==> src/hw/rtl/bfiq_pkg.sv <==
// Shared types and constants for the Bloom filter insert/query block.
// Used by the controller, the datapath and the top level; no dependencies.
package bfiq_pkg;

    localparam int MAP_BITS   = 200;
    localparam int MAX_HASHES = 8;
    localparam int HASH_RANGE = 100;
    localparam int KEY_MUL    = 31;
    localparam int SEED_STEP  = 17;

    localparam int KEY_W   = 24;
    localparam int HC_W    = 4;
    localparam int HC_RST  = 3;
    localparam int POS_W   = $clog2(HASH_RANGE);
    localparam int ADDR_W  = $clog2(MAP_BITS);
    localparam int IDX_W   = (MAX_HASHES > 1) ? $clog2(MAX_HASHES) : 1;
    localparam int CNT_W   = $clog2(MAX_HASHES + 1);
    localparam int DIGIT_W = 4;
    localparam int DIGITS  = KEY_W / DIGIT_W;
    localparam int DIG_CW  = $clog2(DIGITS);

    typedef enum logic [2:0] {
        DP_HOLD,
        DP_LOAD,
        DP_DIGIT,
        DP_SCALE,
        DP_NEXT,
        DP_CLEAR
    } dp_op_t;

    typedef struct packed {
        dp_op_t op;
        logic   ram_rd;
        logic   ram_wr;
        logic   wr_bit;
    } dp_cmd_t;

    typedef struct packed {
        logic rd_bit;
        logic clr_last;
    } dp_stat_t;

endpackage

==> src/hw/rtl/bfiq_ram.sv <==
// Generic single-port RAM with registered read data.
// No dependencies.
module bfiq_ram #(
    parameter int WIDTH = 1,
    parameter int DEPTH = 256
) (
    input  logic                     clk,
    input  logic                     we,
    input  logic                     re,
    input  logic [$clog2(DEPTH)-1:0] addr,
    input  logic [WIDTH-1:0]         wdata,
    output logic [WIDTH-1:0]         rdata
);

    logic [WIDTH-1:0] mem [DEPTH];
    logic [WIDTH-1:0] rdata_reg;

    always_ff @(posedge clk)
    begin
        if (we)
        begin
            mem[addr] <= wdata;
        end
        if (re)
        begin
            rdata_reg <= mem[addr];
        end
    end

    assign rdata = rdata_reg;

endmodule

==> src/hw/rtl/bfiq_datapath.sv <==
// Datapath: key reduction modulo the hash range, probe position stepping,
// filter bitmap RAM and its clearing address. Depends on bfiq_pkg, bfiq_ram.
module bfiq_datapath
    import bfiq_pkg::*;
(
    input  logic             clk,
    input  logic             rst_n,
    input  dp_cmd_t          cmd,
    input  logic [KEY_W-1:0] key_in,
    output dp_stat_t         stat
);

    localparam int MOD_W   = 12;
    localparam int RECIP   = 1311;   // ceil(2^17 / 100), exact for inputs below 4096
    localparam int RSHIFT  = 17;
    localparam int PROD_W  = 23;
    localparam int Q_W     = PROD_W - RSHIFT;

    // Remainder by the hash range through a reciprocal multiply.
    function automatic logic [POS_W-1:0] mod_range(input logic [MOD_W-1:0] v);
        logic [PROD_W-1:0] prod;
        logic [Q_W-1:0]    q;
        logic [MOD_W-1:0]  r;
        prod = PROD_W'(v) * PROD_W'(RECIP);
        q    = prod[PROD_W-1:RSHIFT];
        r    = v - MOD_W'(q) * MOD_W'(HASH_RANGE);
        return r[POS_W-1:0];
    endfunction

    logic [KEY_W-1:0]  key_reg;
    logic [POS_W-1:0]  rem_reg;
    logic [POS_W-1:0]  pos_reg;
    logic [ADDR_W-1:0] clr_addr_reg;

    logic [MOD_W-1:0]  mod_in;
    logic [POS_W-1:0]  mod_out;
    logic [POS_W:0]    step_sum;
    logic [POS_W-1:0]  pos_next;
    logic [ADDR_W-1:0] ram_addr;
    logic              ram_rdata;

    always_comb
    begin
        if (cmd.op == DP_DIGIT)
        begin
            mod_in = (MOD_W'(rem_reg) << DIGIT_W) + MOD_W'(key_reg[KEY_W-1 -: DIGIT_W]);
        end
        else
        begin
            mod_in = MOD_W'(rem_reg) * MOD_W'(KEY_MUL);
        end
    end

    assign mod_out = mod_range(mod_in);

    always_comb
    begin
        step_sum = (POS_W+1)'(pos_reg) + (POS_W+1)'(SEED_STEP);
        if (step_sum >= (POS_W+1)'(HASH_RANGE))
        begin
            step_sum = step_sum - (POS_W+1)'(HASH_RANGE);
        end
        pos_next = step_sum[POS_W-1:0];
    end

    always_ff @(posedge clk)
    begin
        unique case (cmd.op)
            DP_LOAD:
            begin
                key_reg <= key_in;
                rem_reg <= '0;
            end
            DP_DIGIT:
            begin
                key_reg <= key_reg << DIGIT_W;
                rem_reg <= mod_out;
            end
            DP_SCALE: pos_reg <= mod_out;
            DP_NEXT:  pos_reg <= pos_next;
            DP_HOLD, DP_CLEAR:
            begin
            end
            default:
            begin
            end
        endcase
    end

    always_ff @(posedge clk or negedge rst_n)
    begin
        if (!rst_n)
        begin
            clr_addr_reg <= '0;
        end
        else if (cmd.op == DP_CLEAR)
        begin
            clr_addr_reg <= clr_addr_reg + 1'b1;
        end
    end

    // Positions stay below the hash range, which never exceeds the map size.
    assign ram_addr = (cmd.op == DP_CLEAR) ? clr_addr_reg : ADDR_W'(pos_reg);

    bfiq_ram #(
        .WIDTH(1),
        .DEPTH(MAP_BITS)
    ) u_map (
        .clk  (clk),
        .we   (cmd.ram_wr),
        .re   (cmd.ram_rd),
        .addr (ram_addr),
        .wdata(cmd.wr_bit),
        .rdata(ram_rdata)
    );

    assign stat.rd_bit   = ram_rdata;
    assign stat.clr_last = (clr_addr_reg == ADDR_W'(MAP_BITS - 1));

    a_pos_in_range: assert property (@(posedge clk) disable iff (!rst_n)
        (cmd.op != DP_CLEAR && (cmd.ram_rd || cmd.ram_wr)) |-> pos_reg < POS_W'(HASH_RANGE))
        else $error("probe position outside hash range");

    a_clear_writes_zero: assert property (@(posedge clk) disable iff (!rst_n)
        (cmd.op == DP_CLEAR) |-> (cmd.ram_wr && !cmd.wr_bit))
        else $error("clearing pass must write zeros");

endmodule

==> src/hw/rtl/bfiq_ctrl.sv <==
// Controller state machine: clearing pass, key reduction steps, probe loop
// and result hand-off. Depends on bfiq_pkg.
module bfiq_ctrl
    import bfiq_pkg::*;
(
    input  logic             clk,
    input  logic             rst_n,
    input  logic             start,
    input  logic             is_query,
    input  logic [CNT_W-1:0] hash_n,
    input  logic             out_free,
    input  dp_stat_t         stat,
    output dp_cmd_t          cmd,
    output logic             idle,
    output logic             done,
    output logic             result
);

    typedef enum logic [2:0] {
        ST_CLEAR,
        ST_IDLE,
        ST_DIGIT,
        ST_SCALE,
        ST_INS,
        ST_QRD,
        ST_QCHK,
        ST_DONE
    } state_t;

    state_t            state_reg;
    logic [DIG_CW-1:0] dig_reg;
    logic [IDX_W-1:0]  idx_reg;
    logic              query_reg;
    logic              result_reg;
    logic              last_idx;

    assign last_idx = ((CNT_W'(idx_reg) + 1'b1) == hash_n);

    always_ff @(posedge clk or negedge rst_n)
    begin
        if (!rst_n)
        begin
            state_reg  <= ST_CLEAR;
            dig_reg    <= '0;
            idx_reg    <= '0;
            query_reg  <= 1'b0;
            result_reg <= 1'b0;
        end
        else
        begin
            unique case (state_reg)
                ST_CLEAR:
                begin
                    if (stat.clr_last)
                    begin
                        state_reg <= ST_IDLE;
                    end
                end
                ST_IDLE:
                begin
                    if (start)
                    begin
                        query_reg <= is_query;
                        dig_reg   <= '0;
                        idx_reg   <= '0;
                        state_reg <= ST_DIGIT;
                    end
                end
                ST_DIGIT:
                begin
                    dig_reg <= dig_reg + 1'b1;
                    if (dig_reg == DIG_CW'(DIGITS - 1))
                    begin
                        state_reg <= ST_SCALE;
                    end
                end
                ST_SCALE:
                begin
                    if (hash_n == '0)
                    begin
                        // Nothing to probe: a query finds no clear bit.
                        result_reg <= query_reg;
                        state_reg  <= ST_DONE;
                    end
                    else
                    begin
                        state_reg <= query_reg ? ST_QRD : ST_INS;
                    end
                end
                ST_INS:
                begin
                    idx_reg <= idx_reg + 1'b1;
                    if (last_idx)
                    begin
                        result_reg <= 1'b0;
                        state_reg  <= ST_DONE;
                    end
                end
                ST_QRD:
                begin
                    state_reg <= ST_QCHK;
                end
                ST_QCHK:
                begin
                    idx_reg <= idx_reg + 1'b1;
                    if (!stat.rd_bit)
                    begin
                        result_reg <= 1'b0;
                        state_reg  <= ST_DONE;
                    end
                    else if (last_idx)
                    begin
                        result_reg <= 1'b1;
                        state_reg  <= ST_DONE;
                    end
                    else
                    begin
                        state_reg <= ST_QRD;
                    end
                end
                ST_DONE:
                begin
                    if (out_free)
                    begin
                        state_reg <= ST_IDLE;
                    end
                end
                default: state_reg <= ST_IDLE;
            endcase
        end
    end

    always_comb
    begin
        cmd.op     = DP_HOLD;
        cmd.ram_rd = 1'b0;
        cmd.ram_wr = 1'b0;
        cmd.wr_bit = 1'b0;
        unique case (state_reg)
            ST_CLEAR:
            begin
                cmd.op     = DP_CLEAR;
                cmd.ram_wr = 1'b1;
            end
            ST_IDLE:
            begin
                if (start)
                begin
                    cmd.op = DP_LOAD;
                end
            end
            ST_DIGIT: cmd.op = DP_DIGIT;
            ST_SCALE: cmd.op = DP_SCALE;
            ST_INS:
            begin
                cmd.op     = DP_NEXT;
                cmd.ram_wr = 1'b1;
                cmd.wr_bit = 1'b1;
            end
            ST_QRD:  cmd.ram_rd = 1'b1;
            ST_QCHK: cmd.op = DP_NEXT;
            ST_DONE:
            begin
            end
            default:
            begin
            end
        endcase
    end

    assign idle   = (state_reg == ST_IDLE);
    assign done   = (state_reg == ST_DONE) && out_free;
    assign result = result_reg;

    a_query_never_writes: assert property (@(posedge clk) disable iff (!rst_n)
        (cmd.ram_wr && cmd.wr_bit) |-> !query_reg)
        else $error("a query wrote the filter bitmap");

    a_insert_result_zero: assert property (@(posedge clk) disable iff (!rst_n)
        (done && !query_reg) |-> !result_reg)
        else $error("insert reported a nonzero result");

    a_one_item_at_a_time: assert property (@(posedge clk) disable iff (!rst_n)
        (idle && start) |=> !idle)
        else $error("controller stayed idle after taking an item");

endmodule

==> src/hw/rtl/bloom_filter_insert_query_top.sv <==
// Top level of the Bloom filter insert/query block: stream ports, hash count
// register and output register. Depends on bfiq_pkg, bfiq_ctrl, bfiq_datapath.
//
//  Channel  Direction  Beat contents
//  s_*      in         tdata[23:0] key, tuser[0] opcode (0 insert, 1 query)
//  m_*      out        tdata[0] maybe_present, tdata[7:1] zero
//  cfg_*    in         cfg_data[3:0] hash_count
//
// From acceptance to result an insert runs six key digit steps, one scaling
// step, then one bitmap access per probe, with n probes where n is the hash
// count saturated at 8; a query adds a read step per probe and may end early.
// After reset a clearing pass of the bitmap runs before s_tready rises.
// A finished result waits in the output register; the next beat is taken
// while it waits, and the block only stalls when a second result is ready.
module bloom_filter_insert_query_top
    import bfiq_pkg::*;
(
    input  logic        clk,
    input  logic        rst_n,
    input  logic        s_tvalid,
    output logic        s_tready,
    input  logic [23:0] s_tdata,   // [23:0] key
    input  logic [0:0]  s_tuser,   // [0] opcode
    output logic        m_tvalid,
    input  logic        m_tready,
    output logic [7:0]  m_tdata,   // [0] maybe_present, [7:1] zero
    input  logic        cfg_valid,
    output logic        cfg_ready,
    input  logic [3:0]  cfg_data   // [3:0] hash_count
);

    logic [HC_W-1:0]  hc_reg;
    logic [CNT_W-1:0] hash_n;
    logic             out_valid_reg;
    logic             out_bit_reg;
    logic             accept;
    logic             out_free;
    logic             idle;
    logic             done;
    logic             result;
    dp_cmd_t          cmd;
    dp_stat_t         stat;

    assign cfg_ready = 1'b1;
    assign accept    = s_tvalid && s_tready;
    assign s_tready  = idle;
    assign out_free  = !out_valid_reg || m_tready;

    assign hash_n = (hc_reg > HC_W'(MAX_HASHES)) ? CNT_W'(MAX_HASHES) : CNT_W'(hc_reg);

    always_ff @(posedge clk or negedge rst_n)
    begin
        if (!rst_n)
        begin
            hc_reg <= HC_W'(HC_RST);
        end
        else if (cfg_valid && cfg_ready)
        begin
            hc_reg <= cfg_data;
        end
    end

    always_ff @(posedge clk or negedge rst_n)
    begin
        if (!rst_n)
        begin
            out_valid_reg <= 1'b0;
        end
        else if (done)
        begin
            out_valid_reg <= 1'b1;
        end
        else if (m_tready)
        begin
            out_valid_reg <= 1'b0;
        end
    end

    always_ff @(posedge clk)
    begin
        if (done)
        begin
            out_bit_reg <= result;
        end
    end

    assign m_tvalid = out_valid_reg;
    assign m_tdata  = {7'b0, out_bit_reg};

    bfiq_ctrl u_ctrl (
        .clk     (clk),
        .rst_n   (rst_n),
        .start   (accept),
        .is_query(s_tuser[0]),
        .hash_n  (hash_n),
        .out_free(out_free),
        .stat    (stat),
        .cmd     (cmd),
        .idle    (idle),
        .done    (done),
        .result  (result)
    );

    bfiq_datapath u_dp (
        .clk   (clk),
        .rst_n (rst_n),
        .cmd   (cmd),
        .key_in(s_tdata[KEY_W-1:0]),
        .stat  (stat)
    );

endmodule
==> config.mk <==
export PLATFORM = sky130hd
export DESIGN_NAME = bloom_filter_insert_query_top
export DESIGN_NICKNAME = d
export VERILOG_FILES = /design/src/hw/rtl/bfiq_pkg.sv /design/src/hw/rtl/bfiq_ram.sv /design/src/hw/rtl/bfiq_datapath.sv /design/src/hw/rtl/bfiq_ctrl.sv /design/src/hw/rtl/bloom_filter_insert_query_top.sv
export SDC_FILE = /design/constraint.sdc
export NUM_CORES = 1
export LEC_CHECK = 0
export ABC_AREA = 1
export BUFFER_PORTS_ARGS = -buffer_cell sky130_fd_sc_hd__buf_4
export CELL_PAD_IN_SITES_DETAIL_PLACEMENT = 0
export CELL_PAD_IN_SITES_GLOBAL_PLACEMENT = 1
export CORE_UTILIZATION = 30
export CTS_BUF_LIST = sky130_fd_sc_hd__clkbuf_2
export CTS_CLUSTER_SIZE = 8
export DETAILED_ROUTE_END_ITERATION = 8
export PLACE_DENSITY_LB_ADDON = 0.25
export SETUP_SLACK_MARGIN = 0.3
export SLEW_MARGIN = 0
export SYNTH_ARGS = -nofsm -noshare
export SYNTH_HDL_FRONTEND = slang
export SYNTH_SLANG_ARGS = --single-unit
export TNS_END_PERCENT = 10
==> constraint.sdc <==
create_clock -name clk -period 20.9 [get_ports clk]
set_input_delay 3.135 -clock clk [delete_from_list [all_inputs] [get_ports clk]]
set_output_delay 3.135 -clock clk [all_outputs]
set_load 0.02 [all_outputs]
# Word level (Yosys, flattened, before mapping)
# Memory sizes are Yosys's and may differ from the RTL's. A register that Yosys moved wholly into a read port is not among the register bits.
# Cells that the tools add are included.
[word_totals]
ff_bits = 63
ramBits = 200
output_inout_bits = 11
n_memories = 1
[classes]
add_sub_neg = 8
multipliers = 3
order_cmp = 2
eq_ne = 22
n_mux = 34
reduce_logical = 19
[mem_list]
columns = ["memory", "depth", "word_bits", "rd", "rd_clocked_by_memory_dff", "write_ports", "line", "text"]
rows = [
  ["u_dp.u_map.mem", 200, 1, 1, 1, 1, "bfiq_ram.sv:15", "logic [WIDTH-1:0] mem [DEPTH];"],
]
[ops]
columns = ["operator", "count"]
rows = [
  ["one-hot mux 24 bit (2 select lines)", 1],
  ["one-hot mux 7 bit (2 select lines)", 2],
  ["2-to-1 mux 3 bit", 8],
  ["one-hot mux 3 bit (8 select lines)", 1],
  ["multiplier 12 x 11 -> 23 bit, second input constant", 1],
  ["equality test 3 bit, second input constant", 7],
  ["one-hot mux 3 bit (5 select lines)", 1],
  ["2-to-1 mux 1 bit", 13],
  ["adder 11 x 4 -> 12 bit", 1],
  ["equality test 3 x 2 -> 1 bit, second input constant", 4],
  ["multiplier 7 x 5 -> 12 bit, second input constant", 1],
  ["2-to-1 mux 12 bit", 1],
  ["one-hot mux 3 bit (2 select lines)", 2],
  ["!= test 2 x 1 -> 1 bit, second input constant", 5],
  ["nonzero test 2 bit", 5],
  ["adder 7 x 5 -> 8 bit, second input constant", 1],
  ["adder 8 x 1 -> 8 bit, second input constant", 1],
  ["equality test 8 bit, second input constant", 1],
  [">= comparator 8 x 7 -> 1 bit, second input constant", 1],
  ["2-to-1 mux 8 bit", 1],
  ["2-to-1 mux 7 bit", 1],
  ["subtractor 7 bit", 1],
  ["subtractor 7 bit, second input constant", 1],
  ["adder 3 x 1 -> 3 bit, second input constant", 2],
  ["20 further kinds", 25],
]

# Logic depth before layout (Yosys ltp)
# Gate-level depths: netlist of run 1.
[depth]
depth_word = 10
depth_mapped = 58

# Hierarchy
# Synthesis of run 1 repeated with hierarchy kept, for this count alone.
[unflattened]
cells_unflattened = 1961
area_unflattened_um2 = 16767.3
[modules_own_cells]
columns = ["mod", "n_inst", "cells_per_inst", "area_per_inst_um2"]
rows = [
  ["bfiq_ram", 1, 1047, 9351.5],
  ["bfiq_datapath", 1, 747, 6259.8],
  ["bfiq_ctrl", 1, 126, 827.0],
  ["bloom_filter_insert_query_top", 1, 41, 329.1],
]

# Least setup slack after synthesis of run 1
# OpenSTA, ideal clock, no wires.
[synth_path]
path_kind = "register to register"
from = "reg u_dp.rem_reg[3]"
to = "reg u_dp.pos_reg[6] (data pin)"
setup_ns = 0.254
arrival_ns = 8.682
required_time_ns = 20.646
setup_slack_ns = 11.964
stages_incl_launch_ff = 56
path_buffers = 0
period_less_slack_ns = 8.936
path_cell_list = "edfxtp_1 -> inv_1 -> fa_1 -> inv_1 -> fa_1 -> inv_1 -> fa_1 -> inv_1 -> ha_1 -> nand2_1 -> inv_1 -> nand2_1 -> nand2_1 -> a21oi_1 -> o211ai_1 -> xnor2_1 -> nand2_1 -> o21ai_0 -> [... 20 more ...] -> a21oi_1 -> xor2_1 -> ha_1 -> inv_1 -> ha_1 -> a21o_1 -> a31oi_1 -> inv_1 -> nand2_1 -> nand2_1 -> inv_1 -> nand3_1 -> nand2_1 -> nand3_1 -> nand2_1 -> nand2_1 -> nand3_1 -> nand2_1"
[synth_between]
elab_chain_len = 6
[synth_rtl]
columns = ["element", "line", "text"]
rows = [
  ["from (decl)", "bfiq_datapath.sv:31", "logic [POS_W-1:0] rem_reg;"],
  ["from (signal assigned)", "bfiq_datapath.sv:77", "rem_reg <= mod_out;"],
  ["multiplier 7 x 5 -> 12 bit or adder 11 x 4 -> 12 bit (tied branches)", "bfiq_datapath.sv:50, bfiq_datapath.sv:46", ""],
  ["2-to-1 mux 12 bit *", "bfiq_datapath.sv:44", "if (cmd.op == DP_DIGIT)"],
  ["multiplier 12 x 11 -> 23 bit", "bfiq_datapath.sv:24", "prod = PROD_W'(v) * PROD_W'(RECIP);"],
  ["multiplier 6 x 5 -> 5 bit", "bfiq_datapath.sv:26", "r = v - MOD_W'(q) * MOD_W'(HASH_RANGE);"],
  ["subtractor 7 bit *", "bfiq_datapath.sv:26", ""],
  ["one-hot mux 7 bit (2 select lines) *", "bfiq_datapath.sv:68", "unique case (cmd.op)"],
  ["to (signal assigned)", "bfiq_datapath.sv:79", "DP_SCALE: pos_reg <= mod_out;"],
  ["to (signal assigned)", "bfiq_datapath.sv:80", "DP_NEXT: pos_reg <= pos_next;"],
  ["to (decl)", "bfiq_datapath.sv:32", "logic [POS_W-1:0] pos_reg;"],
]
# Mark *: on every way between the ends. The rest lies on a longest branch, timed or not.
# A chain may end at the register's enable or synchronous reset.

# Worst setup path after layout of run 1
# Same ends and word-level chain as after synthesis.

==> results of run 1 <==
-- placed cells by master, fill, tap and decap left out, drive strengths merged, types with 3 or more instances in the layout --
master,instances
nand2,623
nor2,266
edfxtp,240
inv,206
nand3,133
ha,118
clkbuf,113
fa,53
buf,52
o21ai,52
a21oi,38
dfrtp,22
xor2,19
nor3,11
clkinv,11
nand4,8
conb,8
xnor2,6
o21bai,5
nand3b,5
or2,4
nor4,4
a21o,3
o22ai,3
-- routing by layer --
metal  global-route usage  routed length (um)  share of wire
met1                0.208               20200           0.45
met2                0.278               21500           0.48
met3               0.0331                1930          0.043
met4               0.0547                1110          0.025
met5                    0                  27        0.00060
-- critical path: cells and delay by family, from the launching register on --
family	cells	cell delay [ns]
compound gates	9	1.59
xor+xnor	2	0.32
fa+ha+maj	12	4.74
buf+inv	14	1.04
flops	1	0.52
simple gates	18	1.38
-- path summary, 6_finish.rpt --
path / to / cells after the start
worst max-delay path: u_dp.pos_reg[6] / 55
worst min-delay path: out_bit_reg / 0
worst max register to register: u_dp.pos_reg[6] / 55
worst min register to register: out_bit_reg / 0
max in group asynchronous: u_dp.clr_addr_reg[5] / 1
min in group asynchronous: hc_reg[2] / 1
-- cell type report --
cell class                      instances  share of cell area
Sequential cell                       264               0.428
Multi-Input combinational cell       1370               0.422
Tap cell                              739              0.0506
Inverter                              205              0.0421
Clock buffer                          113              0.0310
Timing Repair Buffer                   52              0.0214
Clock inverter                         14             0.00514
Antenna cell                            1            0.000137
-- metrics by stage --
stage,instance area (sq um),cells,hold slack (ns),setup WS (ns),utilization
after floorplan,16700,1930,0.426,11.96,-
after global routing,18300,2758,0.509,10.19,0.336
after detailed placement,17600,2630,0.440,11.07,0.324
after CTS,18300,2757,0.475,11.05,0.336
after global placement,17600,2630,0.459,11.13,0.324
final,18300,2758,0.474,11.06,0.336
-- logic make-up after synthesis --
group,Yosys count,share of synthesized area
AND/OR/NAND/NOR,1054,0.256
buffers and inverters,296,0.0718
flip-flops,264,0.469
adder cells (fa/ha/maj),171,0.152
AO/OA/AOI/OAI,112,0.0375
XOR/XNOR,25,0.0131
other,2,0.000451
==> flow_metrics.tcl, run 1 <==
set metrics [dict create \
    synth-seq-cells 264 \
    synthTopCellsByCount "617 x nand2_1, 262 x nor2_1, 240 x edfxtp_1" \
    synth_cell_type_count 42 \
    ff_latch_area_sq_um 7810 \
    drc 0 \
    grt_antenna_before_repair 2 \
    outcome "complete, no violations" \
    dp_hpwl_um 28900 \
    routed_via_density 4.59 \
    area_delta_synth_final_pct 9.66 \
    finalNetCount 2175 \
    initial_utilization 0.306 \
    tightest_slew_ns 1.10 \
    fmax_mhz 102 \
    end_kind "register" \
    slew-limit-headroom 0.259 \
    clockBufferDepth 3 \
    async_flop_share 0.0909 \
    grt_pass1_vias 12800 \
    ys_seq_area_frac 0.469 \
    gp_congestion 0.827 \
    placementRows 85 \
    yosys.cell_count.top_type "nand2_1" \
    syn_inst 1924 \
    cts-root-buf "clkbuf_2" \
    die_h_um 238 \
    portBuffers 36 \
    max_stage_delay_ns 0.53 \
    rrSetupSlack_ns 11.06 \
    hp-start "u_ctrl.result" \
    synth.area.top_cells "edfxtp_1 43%, nand2_1 14%, ha_1 8.9%" \
    slew_viol_final 0 \
    skew_ns 0.108 \
    grt_usage 0.164 \
    crit_start "u_dp.rem_reg[3]" \
    fillers 5766 \
    rsz0062_at_grt "false" \
    vias 12600 \
    clock-sinks 264 \
    wl_per_cell_um 16.2 \
    drt_iter0_markers 751 \
    synth_top_area_share 0.433 \
    clock_latency_ns 1.03 \
    grt_overflow_total 0 \
    critPathLaunchType "register" \
    ant_nets 0 \
    postCtsHoldBufs 0 \
    crit_slowest_cell "fa_1" \
    die_area_sq_um 56500 \
    hold_class "register to register" \
    largest_reg_flops 200 \
    ys.flop_type "edfxtp_1" \
    r2r-start "u_dp.rem_reg[3]" \
    layout-drive-gt1-share 0.0996 \
    synth_area_leader_cell "edfxtp_1" \
    path_clk_slew_ns 0.09 \
    cts_setup_buffers 0 \
    num_io_pins 45 \
    firstDrtPassIters 5 \
    tns_ns 0 \
    cp.arrival_ns 10.61 \
    worstSetupPathType "register to register" \
    netlist_area_sq_um 16700 \
    die_width_um 238 \
    wirelength_um 44700 \
    yosys_warnings 0 \
    required_ns 21.66 \
    fin_crit_sh 0.471 \
    core-area_sq_um 54300 \
    syn_avg_cell_area_sq_um 8.66 \
    setup_viol 0 \
    synth_edf_count 240 \
    grt_pass1_wl_um 71100 \
    tritoncts "done" \
    multi_input_area_sq_um 7710 \
    cp_max_fo 6 \
    numCtsBuffers 77 \
    hold_viol_final 0 \
    max-cap-violations 0 \
    cts.htree.levels 3 \
    grt_max_degree 106 \
    post_cts_resized 0 \
    finalCriticalPeriod_ns 9.84 \
]
Power of run 1 is left out: the tool's default activity adds up to more than one toggle a clock period on the data nets, which glitch-free logic cannot reach.
==> run 2: changes to the inputs <==
==> constraint.sdc (replaced) <==
create_clock -name clk -period 8.4 [get_ports clk]
set_input_delay 1.26 -clock clk [delete_from_list [all_inputs] [get_ports clk]]
set_output_delay 1.26 -clock clk [all_outputs]
set_load 0.02 [all_outputs]
==> flow_metrics.tcl, run 2 (synthesis results as in run 1) <==
set metrics [dict create \
    slew_viol_final 0 \
    layout-drive-gt1-share 0.163 \
    max-cap-violations 0 \
    routed_via_density 4.57 \
    vias 13000 \
    final_area_sq_um 19200 \
    placed_cell_area_sq_um 18300 \
    fin_ws_ns -0.401 \
    portBuffers 36 \
    worstSetupPathType "register to register" \
    clock_latency_ns 0.94 \
    cts-root-buf "clkbuf_2" \
    die_h_um 238 \
    grt_pass1_vias 13500 \
    cp.arrival_ns 9.47 \
    die_area_sq_um 56500 \
    wirelength_um 46100 \
    fmax_mhz 114 \
    dp_slack_ns -0.455 \
    hold_viol_final 0 \
    ff_latch_area_sq_um 7810 \
    max_stage_delay_ns 0.56 \
    wl_per_cell_um 16.2 \
    rsz0062_at_grt "true" \
    firstDrtPassIters 5 \
    hold_class "input pin to asynchronous set/reset pin" \
    required_ns 9.07 \
    cpMostUsedCell "nand2_1" \
    tightest_slew_ns 1.06 \
    num_io_pins 45 \
    placementRows 85 \
    end_kind "register" \
    clockBufferDepth 3 \
    crit_slowest_cell "fa_1" \
    grt_overflow_total 0 \
    outcome "finished with violations" \
    numCtsBuffers 76 \
    finalCriticalPeriod_ns 8.80 \
    initial_utilization 0.306 \
    grt_pass1_wl_um 73400 \
    layout_common_cells "605 x nand2_1, 259 x nor2_1, 240 x edfxtp_1" \
    fillers 5754 \
    grt_usage 0.169 \
    failed_checks "setup timing" \
    critPathLaunchType "register" \
    grt_max_degree 114 \
    clock-sinks 264 \
    finalNetCount 2255 \
    slew-limit-headroom 0.294 \
    skew_ns 0.0936 \
    multi_input_area_sq_um 8010 \
    cp_max_fo 4 \
    gp_congestion 0.786 \
    path_clk_slew_ns 0.10 \
    tritoncts "done" \
    largest_reg_flops 200 \
    cts.htree.levels 3 \
    ant_nets 0 \
    drt_iter0_markers 712 \
    die_width_um 238 \
    dp_hpwl_um 30100 \
    grt_antenna_before_repair 1 \
    area_delta_synth_final_pct 15.5 \
    fin_crit_sh 1.05 \
    postCtsHoldBufs 0 \
    core-area_sq_um 54300 \
    setup_viol 2 \
    layout_commonest_cell "nand2_1" \
    drc 0 \
]
-- run 2: cell count changes in the layout (fill, tap and decap cells not counted), moves of 10 or more --
cell,previous run,this run
buf_4,52,132
inv_1,200,187
inv_2,6,18
nand2_1,616,605
nand2_2,4,14
-- run 2: cell type report --
cell class,count,area share
clock inverter,22,0.00793
clock buffer,112,0.0291
inverter,205,0.0400
timing repair buffer,133,0.0521
sequential,264,0.406
antenna,3,0.000390
multi-input combinational,1370,0.416
tap,739,0.0481
-- run 2: path summary, 6_finish.rpt --
kind	start	cells past startpoint	end	slack, ns
max	u_dp.rem_reg[1]	53	u_dp.pos_reg[6]	-0.40
min	rst_n	1	u_ctrl.idx_reg[0]	0.18
max reg2reg	u_dp.rem_reg[1]	53	u_dp.pos_reg[6]	-0.40
min reg2reg	u_dp.key_reg[11]	2	u_dp.key_reg[15]	0.46
max in group asynchronous	rst_n	1	u_dp.clr_addr_reg[1]	7.89
min in group clk	u_dp.key_reg[11]	2	u_dp.key_reg[15]	0.46
-- run 2: routing by layer --
metal	wire length [um]	global-route usage	up-vias	share of wire
met1	20500	0.210	6226	0.45
met3	2170	0.0332	55	0.047
met5	0	0	-	0
met2	22400	0.291	259	0.49
met4	930	0.0561	0	0.020
li1	-	-	6475	-
-- run 2: timing repair --
item / CTS / global route
cloned: 0 / 0
setup buffers: 2 / 4
setup endpoints to repair: 7 / 8
resized for setup: 23 / 19
pin swaps: 13 / 23
-- run 2: metrics by stage --
stage               cells   util  TNS [ns]  hold WS, ns
floorplan            1930      -   -0.0639        0.426
global placement     2705  0.337    -0.731        0.462
detailed placement   2705  0.337    -0.895        0.454
CTS                  2841  0.352    -0.917       0.0198
global route         2847  0.354     -2.52       0.0448
finish               2848  0.354    -0.775        0.178
-- run 2: critical path, delay by kind of cell (launching register included) --
kind,cells,cell delay (ns)
xor gates and xnor gates,1,0.15
and+or+nand+nor,26,2.15
DFF,1,0.42
adders and majority gates,12,4.83
buffers and inverters,10,0.51
AOI/OAI and AO/OA,4,0.44
Power of run 2 is left out for the same reason.
==> run 3: changes to the inputs <==
--- a/config.mk
+++ b/config.mk
@@ -9,10 +9,11 @@
 export BUFFER_PORTS_ARGS = -buffer_cell sky130_fd_sc_hd__buf_4
 export CELL_PAD_IN_SITES_DETAIL_PLACEMENT = 0
 export CELL_PAD_IN_SITES_GLOBAL_PLACEMENT = 1
-export CORE_UTILIZATION = 30
+export CORE_UTILIZATION = 35
 export CTS_BUF_LIST = sky130_fd_sc_hd__clkbuf_2
 export CTS_CLUSTER_SIZE = 8
 export DETAILED_ROUTE_END_ITERATION = 8
+export MAX_ROUTING_LAYER = met4
 export PLACE_DENSITY_LB_ADDON = 0.25
 export SETUP_SLACK_MARGIN = 0.3
 export SLEW_MARGIN = 0
==> constraint.sdc (replaced) <==
create_clock -name clk -period 8.73 [get_ports clk]
set_input_delay 1.3095 -clock clk [delete_from_list [all_inputs] [get_ports clk]]
set_output_delay 1.3095 -clock clk [all_outputs]
set_load 0.02 [all_outputs]
==> flow_metrics.tcl, run 3 (synthesis results as in run 1) <==
set metrics [dict create \
    outcome "finished with violations" \
    failed_checks "DRC, setup timing" \
    crit_family "adder cells" \
    setup_viol 2 \
    fmax_mhz 112 \
    cts-root-buf "clkbuf_2" \
    worstSetupPathType "register to register" \
    crit_slowest_cell "fa_1" \
    core-area_sq_um 46800 \
    wirelength_um 44700 \
    gp_congestion 0.834 \
    end_kind "register" \
    area_delta_synth_final_pct 13.6 \
    busiest_layer "met2" \
    cts.htree.levels 3 \
    rsz0062_at_grt "true" \
    die_width_um 220 \
    die_h_um 220 \
    slew_viol_final 0 \
    clockBufferDepth 3 \
    required_ns 9.44 \
    finalNetCount 2240 \
    fin_ws_ns -0.163 \
    slew-limit-headroom 0.308 \
    met3_usage 0.0364 \
    cp.arrival_ns 9.60 \
    hold_class "input pin to asynchronous set/reset pin" \
    grt_usage 0.197 \
    dp_hpwl_um 28700 \
    placementRows 79 \
    crit_buf_inv 14 \
    path_clk_slew_ns 0.09 \
    cp_max_fo 4 \
    num_io_pins 45 \
    layout_common_cells "608 x nand2_1, 258 x nor2_1, 240 x edfxtp_1" \
    final_area_sq_um 18900 \
    tightest_slew_ns 1.04 \
    max_stage_delay_ns 0.51 \
    max-cap-violations 0 \
    tritoncts "done" \
    critPathLaunchType "register" \
    clock_latency_ns 0.99 \
    use_met1 0.248 \
    use_met2 0.315 \
    grt_pass1_vias 13000 \
    finalCriticalPeriod_ns 8.89 \
    grt_max_degree 104 \
    clock-sinks 264 \
    vias 13000 \
    portBuffers 36 \
    numCtsBuffers 77 \
    routed_via_density 4.82 \
    placed_cell_area_sq_um 17900 \
    drc 4 \
    layout-drive-gt1-share 0.151 \
    hold_viol_final 0 \
    initial_utilization 0.356 \
    grt_antenna_before_repair 1 \
    grt_overflow_total 0 \
    wl_per_cell_um 16.6 \
    skew_ns 0.0717 \
    die_area_sq_um 48500 \
    drt_iter0_markers 886 \
    grt_pass1_wl_um 70600 \
    firstDrtPassIters 9 \
    layout_commonest_cell "nand2_1" \
    largest_reg_flops 200 \
    fin_crit_sh 1.02 \
    ant_nets 0 \
    postCtsHoldBufs 0 \
]
## run 3: final timing paths
| kind | start | to | slack [ns] | cells after the start |
|---|---|---|---|---|
| max reg2reg | u_dp.rem_reg[2] | u_dp.pos_reg[6] | -0.16 | 56 |
| max | u_dp.rem_reg[2] | u_dp.pos_reg[6] | -0.16 | 56 |
| min in group clk | u_ctrl.result | out_bit_reg | 0.48 | 0 |
| min reg2reg | u_ctrl.result | out_bit_reg | 0.48 | 0 |
| max in group asynchronous | rst_n | hc_reg[1] | 8.18 | 1 |
| min | rst_n | u_dp.clr_addr_reg[0] | 0.24 | 1 |
## run 3: what timing repair did
item                                    in CTS  in global routing
resized for setup                           20                 13
buffers inserted                            17                  2
pin swaps                                   23                  6
endpoints found under the setup margin       3                  8
## run 3: metal layers
layer | routed length, um | vias to the layer above
met5 | 0 | -
met4 | 1210 | 0
met3 | 2350 | 90
met2 | 21100 | 297
met1 | 20000 | 6170
li1 | - | 6437
## run 3: area by class of cell
| class | count | area [sq um] |
|---|---|---|
| Antenna cell | 1 | 2.50 |
| Clock buffer | 108 | 541 |
| Clock inverter | 26 | 161 |
| Fill cell | 4794 | 27800 |
| Inverter | 205 | 769 |
| Multi-Input combinational cell | 1370 | 7980 |
| Sequential cell | 264 | 7810 |
| Tap cell | 607 | 759 |
| Timing Repair Buffer | 117 | 886 |
## run 3: metrics by stage
| step | hold WS (ns) | TNS [ns] | utilization | setup slack (ns) | cells |
|---|---|---|---|---|---|
| final | 0.235 | -0.274 | 0.405 | -0.163 | 2698 |
| after global routing | 0.184 | -1.45 | 0.405 | -0.759 | 2698 |
| after CTS | 0.120 | -0.120 | 0.403 | -0.0861 | 2695 |
| after detailed placement | 0.457 | -0.317 | 0.384 | -0.171 | 2544 |
| after global placement | 0.450 | -0.146 | 0.384 | -0.0812 | 2544 |
| after floorplan | 0.426 | 0 | - | 0.295 | 1930 |
## run 3: worst reg2reg max path: cells and delay by family, from the launching register on
family	cells	cell delay (ns)
adders and majority gates	12	4.34
and+or+nand+nor	21	1.76
DFF	1	0.42
AOI/OAI and AO/OA	7	0.95
buffers and inverters	14	0.80
xor gates and xnor gates	2	0.33
Power of run 3 is left out for the same reason.
